$ cat config.mk
export PLATFORM = sky130hd
export DESIGN_NAME = amfi_ctrl
export DESIGN_NICKNAME = d
export VERILOG_FILES = /design/src/design/amfi_pkg.sv /design/src/design/amfi_ctrl.sv
export SDC_FILE = /design/constraint.sdc
export NUM_CORES = 1
export LEC_CHECK = 0
export BUFFER_PORTS_ARGS = -buffer_cell sky130_fd_sc_hd__buf_2
export CAP_MARGIN = 20
export CORE_ASPECT_RATIO = 2
export CORE_UTILIZATION = 25
export DETAILED_ROUTE_END_ITERATION = 10
export PLACE_DENSITY = 0.5
export SYNTH_ARGS = -nofsm -noshare
export SYNTH_HDL_FRONTEND = slang
export SYNTH_SLANG_ARGS = --single-unit
export TNS_END_PERCENT = 100
$ cat constraint.sdc
create_clock -name clk_i -period 5.8 [get_ports clk_i]
set_input_delay 0.58 -clock clk_i [delete_from_list [all_inputs] [get_ports clk_i]]
set_output_delay 0.58 -clock clk_i [all_outputs]
set_load 0.02 [all_outputs]
$ cat src/design/amfi_pkg.sv
package amfi_pkg;

  // register and field widths
  localparam int TIME_STEP_W = 16;
  localparam int GRAVITY_W   = 13;
  localparam int CFG_IDX_W   = 2;
  localparam int CFG_DATA_W  = 16;

  // register reset values: dt of 655/65536 s, g of 2511/256 m/s^2
  localparam int TIME_STEP_RST = 655;
  localparam int GRAVITY_RST   = 2511;

  // accumulator and result widths
  localparam int VEL_W = 40;
  localparam int POS_W = 48;
  localparam int OUT_W = 32;
  localparam int AXES  = 3;

  // velocity carries 24 fraction bits, results 16; disp and mean each drop 8
  localparam int DISP_SHIFT = 8;
  localparam int MEAN_SHIFT = 8;
  localparam int DIV_ITERS  = VEL_W - MEAN_SHIFT;

  // parameter defaults
  localparam int MAX_SAMPLES_DEF  = 1024;
  localparam int SAMPLE_WIDTH_DEF = 16;

  typedef enum logic [CFG_IDX_W-1:0] {
    CFG_TIME_STEP = 2'd0,
    CFG_GRAVITY   = 2'd1
  } cfg_reg_e;

  // controller to datapath
  typedef struct packed {
    logic load;
    logic mul1;
    logic mul2;
    logic sum;
    logic upd;
    logic div_init;
    logic div_step;
    logic emit;
  } cmd_t;

  // datapath to controller
  typedef struct packed {
    logic last;
  } stat_t;

endpackage

$ cat src/design/amfi_ctrl.sv
module amfi_ctrl (
  input  logic            clk_i,
  input  logic            rst_ni,
  input  logic            in_valid_i,
  output logic            in_ready_o,
  output logic            out_valid_o,
  input  logic            out_ready_i,
  input  amfi_pkg::stat_t stat_i,
  output amfi_pkg::cmd_t  cmd_o
);

  localparam int CNT_W = $clog2(amfi_pkg::DIV_ITERS);

  typedef enum logic [7:0] {
    ST_IDLE  = 8'b0000_0001,
    ST_MUL1  = 8'b0000_0010,
    ST_MUL2  = 8'b0000_0100,
    ST_SUM   = 8'b0000_1000,
    ST_UPD   = 8'b0001_0000,
    ST_DINIT = 8'b0010_0000,
    ST_DIV   = 8'b0100_0000,
    ST_EMIT  = 8'b1000_0000
  } state_e;

  state_e             state_q, state_d;
  logic [CNT_W-1:0]   div_cnt_q, div_cnt_d;
  logic               out_valid_q, out_valid_d;
  logic               accept;
  logic               out_free;

  assign in_ready_o  = (state_q == ST_IDLE);
  assign accept      = in_valid_i && in_ready_o;
  assign out_free    = !out_valid_q || out_ready_i;
  assign out_valid_o = out_valid_q;

  always_comb begin
    cmd_o          = '0;
    cmd_o.load     = accept;
    cmd_o.mul1     = (state_q == ST_MUL1);
    cmd_o.mul2     = (state_q == ST_MUL2);
    cmd_o.sum      = (state_q == ST_SUM);
    cmd_o.upd      = (state_q == ST_UPD);
    cmd_o.div_init = (state_q == ST_DINIT);
    cmd_o.div_step = (state_q == ST_DIV);
    cmd_o.emit     = (state_q == ST_EMIT) && out_free;
  end

  always_comb begin
    state_d   = state_q;
    div_cnt_d = div_cnt_q;
    case (state_q)
      ST_IDLE: begin
        if (accept) state_d = ST_MUL1;
      end
      ST_MUL1:  state_d = ST_MUL2;
      ST_MUL2:  state_d = ST_SUM;
      ST_SUM:   state_d = ST_UPD;
      ST_UPD: begin
        state_d = stat_i.last ? ST_DINIT : ST_IDLE;
      end
      ST_DINIT: begin
        state_d   = ST_DIV;
        div_cnt_d = CNT_W'(amfi_pkg::DIV_ITERS - 1);
      end
      ST_DIV: begin
        if (div_cnt_q == '0) begin
          state_d = ST_EMIT;
        end else begin
          div_cnt_d = div_cnt_q - 1'b1;
        end
      end
      ST_EMIT: begin
        if (out_free) state_d = ST_IDLE;
      end
      default: state_d = ST_IDLE;
    endcase
  end

  always_comb begin
    out_valid_d = out_valid_q;
    if (cmd_o.emit) begin
      out_valid_d = 1'b1;
    end else if (out_ready_i) begin
      out_valid_d = 1'b0;
    end
  end

  always_ff @(posedge clk_i or negedge rst_ni) begin
    if (!rst_ni) begin
      state_q     <= ST_IDLE;
      div_cnt_q   <= '0;
      out_valid_q <= 1'b0;
    end else begin
      state_q     <= state_d;
      div_cnt_q   <= div_cnt_d;
      out_valid_q <= out_valid_d;
    end
  end

endmodule

==> results of run 1 <==
## power by group
group,switching (mW),leakage (nW),internal (mW)
Clock,0.0356,0.0288,0.0601
Combinational,0.0785,0.209,0.0507
Sequential,0.0204,0.191,0.114
## critical path: cells and delay by family (launching register included)
| family | cells | cell delay (ns) |
|---|---|---|
| flip-flops | 1 | 0.44 |
| AND/OR/NAND/NOR | 3 | 1.35 |
| buffers and inverters | 1 | 0.17 |
| AO/OA/AOI/OAI | 1 | 0.11 |
## how the worst min path moves through the flow
stage                         to  cells past startpoint
finish                state_q[3]                      1
global route          state_q[3]                      1
CTS                   state_q[3]                      1
detailed placement  div_cnt_q[4]                      1
global placement    div_cnt_q[4]                      1
floorplan           div_cnt_q[0]                      0
## synth_stat cells
master and n:
a2111oi_0 1, a2111oi_1 1, a21o_1 1, a21oi_1 4, a21oi_2 1, a31oi_1 1, and2_1 3, and2b_1 1
and3_1 2, buf_2 2, buf_4 3, dfrtp_1 13, dfstp_2 1, ha_1 1, inv_1 5, nand2b_1 4
nand3_1 1, nor2_1 4, nor2b_1 1, nor3_1 5, nor3b_1 4, nor4_1 6, nor4_2 1, nor4_4 2
nor4b_1 1, o21ai_0 1, o21bai_1 2, o32a_1 1, or2_1 1, or2_2 2, or2b_1 1, or3_1 2
or4_1 2, xnor2_1 1
## routing by layer
| metal | routed length, um | GRT usage (%) |
|---|---|---|
| met5 | 0 | 0 |
| met4 | 42 | 7.50 |
| met3 | 56 | 2.60 |
| met2 | 911 | 21.1 |
| met1 | 670 | 11.6 |
## stage by stage
| step | setup WS [ns] | area, sq um |
|---|---|---|
| 2_1_floorplan | 3.24 | 816 |
| 3_3_place_gp | 3.24 | 892 |
| 3_5_place_dp | 3.19 | 892 |
| 4_1_cts | 2.92 | 947 |
| 5_1_grt | 2.82 | 947 |
| 6_report | 2.92 | 947 |
## logic make-up after synthesis
logic type                 after synthesis  share of synthesized area, %
DFF                                     14                          43.1
and+or+nand+nor                         43                          36.8
adders and majority gates                1                          1.53
AOI/OAI and AO/OA                       13                          11.2
buffers and inverters                   10                          6.29
xor gates and xnor gates                 1                          1.07
## final cells by class
cell class,instances,area (sq um)
inverters,5,18.8
flip-flops and latches,14,352
multi-input cells,58,413
clock buffers,4,55.1
repair buffers,14,70.1
fillers,345,2170
well taps,31,38.8
## cell usage in the layout, fill, tap and decap left out, types with 2 or more instances in the layout
cell type / synthesis / routed
or3_1: 2 / 2
or4_1: 2 / 2
buf_2: 2 / 14
inv_1: 5 / 5
nor3_1: 5 / 5
a21oi_1: 4 / 4
nor4_4: 2 / 2
clkbuf_8: 0 / 4
nor4_1: 6 / 6
and3_1: 2 / 2
nand2b_1: 4 / 4
and2_1: 3 / 3
nor3b_1: 4 / 4
or2_2: 2 / 2
nor2_1: 4 / 4
dfrtp_1: 13 / 13
o21bai_1: 2 / 2
## sequential cells by signal, indices dropped and copies added, names as in the netlist
signal,cells
div_cnt_q,5
state_q,8
out_valid_o,1
==> metrics.md, run 1 <==
| Metric | Value |
|---|---|
| Setup Skew | 0.00444 ns |
| Drt initial violations | 11 |
| Die H | ~83 um |
| Startpoint Class | flip-flop |
| Slowest cell on crit path | or4_1 |
| Antenna Nets Post-Route | 0 |
| Post-CTS Resized | 0 |
| Global-route wire length before repair | approximately 3 mm |
| CP max FO | 7 |
| End of the critical path | cmd_o[0] |
| Worst slew pin tran | around 0.84 ns |
| Distinct cells, synth | 34 |
| I/O Buffers | 14 |
| Yosys reg bits | 14 |
| Warnings from Yosys | 0 |
| Vias per Instance | 5.20 |
| Worst slew margin | a little over two fifths |
| Synth Cell Area | 816 sq um |
| Routed WL | around 1.7 mm |
| Core area | 3120 sq um |
| Root Buffer | clkbuf_8 |
| Final GP Congestion | 0.777 |
| Area share of the largest cell type after synthesis | 39.9% |
| Max Slew Vio Count | 0 |
| Largest net degree at the start of global routing | 15 |
| Maximum clock rate | 347 MHz |
| Bufs on Longest Clock Path | 2 |
| Share of layout cells above drive strength 1 | 26.3% |
| Status | finished clean |
| Leakage power | 0.428 nW |
| R2R Path End | state_q[0] |
| Unrepaired setup endpoints after global routing | false |
| Die span in x | 42.4 um |
| CTS Sinks | 14 |
| Cells after Synth | between 80 and 90 |
| Fin crit share | 49.7% |
| Power Total | 0.359 mW |
| DP Wirelength | approximately 1.4 mm |
| Placed instance count | 122 |
| Reg2reg setup slack | 3.68 ns |
| Peak VDD IR | roughly 0.11 mV |
| Initial antenna violation count | 0 |
| CTS buffer count | 3 |
| DRC violations left | 0 |
| Hold_buf cts | 0 |
| Max-cap violations | 0 |
| R2R cell count | 4 |
| Vias in the first global route | 648 |
| Global-route usage over all layers | 11.6% |
| Crit. End Element | primary output |
| CP arrival | 2.30 ns |
| Die footprint | 3510 sq um |
| Slowest stage delay, CP | 0.68 ns |
| Vias | 655 |
| Largest cells by area after synthesis | dfrtp_1, nor4_4, nor4_1, nor3b_1, dfstp_2 |
| PwrDens | 379 nW/um^2 |
| Rows | 29 |
| Clock period minus worst slack | 2.88 ns |
| Number of post-CTS setup repair buffers | 0 |
| Clk Latency, worst-skew pair | between 0.2 and 0.3 ns |
| Initial Util | about a quarter |
| Clk slew on worst S/H paths | 0.06 ns |
| Fin util | 30.4% |
| Worst setup startpoint | state_q[4] |
| Critical path class | flip-flop to primary output |
| Nets | 102 |
| Reg-to-reg startpoint | state_q[6] |
| Crit-path cells | or4_1 -> or2_1 -> or3_1 -> a21oi_2 -> buf_2 |
| Syn Area/Cell | slightly below 10 sq um |
| Syn Nets | 88 |
| Final hold violations | 0 |
| Fin Hold WS | ~0.22 ns |
| Setup_tns | 0 ns |
| # IOs | 15 |
| Post-synth top area cell | dfrtp_1 |
| CP required | ~5.2 ns |
| Grt total ovfl | 0 |
| Post-Layout Cell Count | 126 |
| Ant. Diodes | 0 |
| Sequential share of the synthesized area | 43.1% |
| Detailed Routing Iterations Pass 1 | 4 |
| CTS tree | built |
| Area delta synth->final | 16.1% |
| Hold Path Class | input port to asynchronous set/reset pin |
| H-tree levels | 1 |
| Setup-violating endpoint count in the final report | 0 |
| WL/cell | 13.3 um |
(Power assumes the default switching activity.)
==> run 2: changes to the inputs <==
clock period = 3 ns   (was 5.8 ns; I/O delays follow)
==> metrics.md, run 2 (same netlist as run 1, synthesis figures left out) <==
| Metric | Value |
|---|---|
| Vias | 633 |
| Most common cell after layout, fill and taps aside | buf_2 |
| Initial Util | 26.1% |
| Share of layout cells above drive strength 1 | 26.0% |
| Area delta synth->final | 17.3% |
| Filler cells | 352 |
| Grt peak-use layer | met2 |
| Maximum clock rate | 384 MHz |
| Worst slew pin tran | 0.792 ns |
| CP required | 2.70 ns |
| Ant. Diodes | 0 |
| Drt initial violations | 6 |
| Final hold violations | 0 |
| CP max FO | 7 |
| Reg with most FFs | state_q |
| Worst slew margin | between 40% and 50% |
| Unrepaired setup endpoints after global routing | false |
| CTS Sinks | 14 |
| Core area | 3120 sq um |
| Bufs on Longest Clock Path | 2 |
| H-tree levels | 1 |
| Vias per Instance | 4.98 |
| Leakage power | 0.432 nW |
| DP Wirelength | approximately 1.3 mm |
| Root Buffer | clkbuf_8 |
| Antenna Nets Post-Route | 0 |
| Setup_tns | 0 ns |
| Slowest cell on crit path | or4_1 |
| Max Slew Vio Count | 0 |
| Grt total ovfl | 0 |
| Die span in x | approximately 42 um |
| Crit. End Element | primary output |
| Die footprint | 3510 sq um |
| Global-route wire length before repair | between 2 and 3 mm |
| GR Layer Usage met3 | 2.60% |
| Crit-path cells | or4_1 -> or2_1 -> or3_1 -> a21oi_2 -> buf_2 |
| Post-CTS Resized | 0 |
| Nets | 103 |
| Final GP Congestion | 0.778 |
| CP arrival | 2.31 ns |
| WL/cell | 13.4 um |
| CTS tree | built |
| Number of post-CTS setup repair buffers | 0 |
| Status | finished clean |
| Setup Skew | 0.000799 ns |
| Peak VDD IR | ~0.22 mV |
| Power Total | 0.700 mW |
| Die H | 82.8 um |
| PwrDens | 731 nW/um^2 |
| Rows | 29 |
| Initial antenna violation count | 0 |
| Largest register FFs | 8 |
| Max-cap violations | 0 |
| Startpoint Class | flip-flop |
| Slowest stage delay, CP | 0.68 ns |
| Routed WL | 1.70 mm |
| # IOs | 15 |
| Met1 GRT Util | ~12% |
| Setup-violating endpoint count in the final report | 0 |
| M2 GR Usage | between 20% and 30% |
| Detailed Routing Iterations Pass 1 | 2 |
| Hold_buf cts | 1 |
| Largest net degree at the start of global routing | 15 |
| DRC violations left | 0 |
| Clk Latency, worst-skew pair | between 0.2 and 0.3 ns |
| CTS buffer count | 3 |
| Most frequent cells in the layout | buf_2, dfrtp_1, nor4_1 |
| I/O Buffers | 14 |
| Clk slew on worst S/H paths | about 0.060 ns |
| Vias in the first global route | approximately 670 |
| Critical path class | flip-flop to primary output |
| Global-route usage over all layers | 11.3% |
| Fin crit share | between 80 and 90% |
| Hold Path Class | input port to flip-flop |
| Clock period minus worst slack | between 2 and 3 ns |
## run 2: changes by cell type in the layout (fill, tap and decap cells not counted)
cell and change:
dlygate4sd3_1 +1
## run 2: final cells by class
type | count | area (sq um) | area share, %
clock buffer | 4 | 55.1 | 5.75
inverter | 5 | 18.8 | 1.96
multi-input combinational | 58 | 413 | 43.1
sequential | 14 | 352 | 36.7
tap | 31 | 38.8 | 4.05
timing repair buffer | 15 | 80.1 | 8.37
## run 2: worst paths after layout
path	startpoint	slack [ns]	cells past startpoint	to
setup reg to reg	state_q[6]	0.91	4	state_q[0]
hold reg to reg	div_cnt_q[4]	0.48	1	div_cnt_q[4]
hold / removal	stat_i	0.27	2	state_q[5]
max in group asynchronous	rst_ni	2.22	2	state_q[0]
setup / recovery	state_q[4]	0.39	5	cmd_o[0]
min in group asynchronous	rst_ni	0.48	2	state_q[3]
## run 2: routing by layer
metal  part of all wire (%)  up-vias
li1                       -      326
met1                     41      290
met2                     53       13
met3                    4.1        4
met4                    1.9        0
met5                      0        -
## run 2: report_power, final
| group | internal, mW | total [mW] | switching [mW] | leakage (nW) |
|---|---|---|---|---|
| logic | 0.0990 | 0.251 | 0.152 | 0.213 |
| registers | 0.220 | 0.260 | 0.0401 | 0.191 |
| clock network | 0.116 | 0.188 | 0.0720 | 0.0288 |
| total | 0.435 | 0.700 | 0.264 | 0.432 |
## run 2: through the flow
| stage | instance area (sq um) | utilization (%) | hold WS [ns] | instances | worst slack [ns] |
|---|---|---|---|---|---|
| finish | 957 | 30.7 | 0.271 | 127 | 0.395 |
| global route | 957 | 30.7 | 0.280 | 127 | 0.286 |
| CTS | 957 | 30.7 | 0.277 | 127 | 0.388 |
| detailed placement | 892 | 28.6 | 0.228 | 122 | 0.658 |
| global placement | 892 | 28.6 | 0.227 | 122 | 0.718 |
| floorplan | 816 | - | 0.00441 | 82 | 0.725 |
## run 2: worst max-delay path, delay by kind of cell, from the launching register on
family | cells | cell delay [ns]
flops | 1 | 0.43
compound gates | 1 | 0.11
buf+inv | 1 | 0.17
simple gates | 3 | 1.35
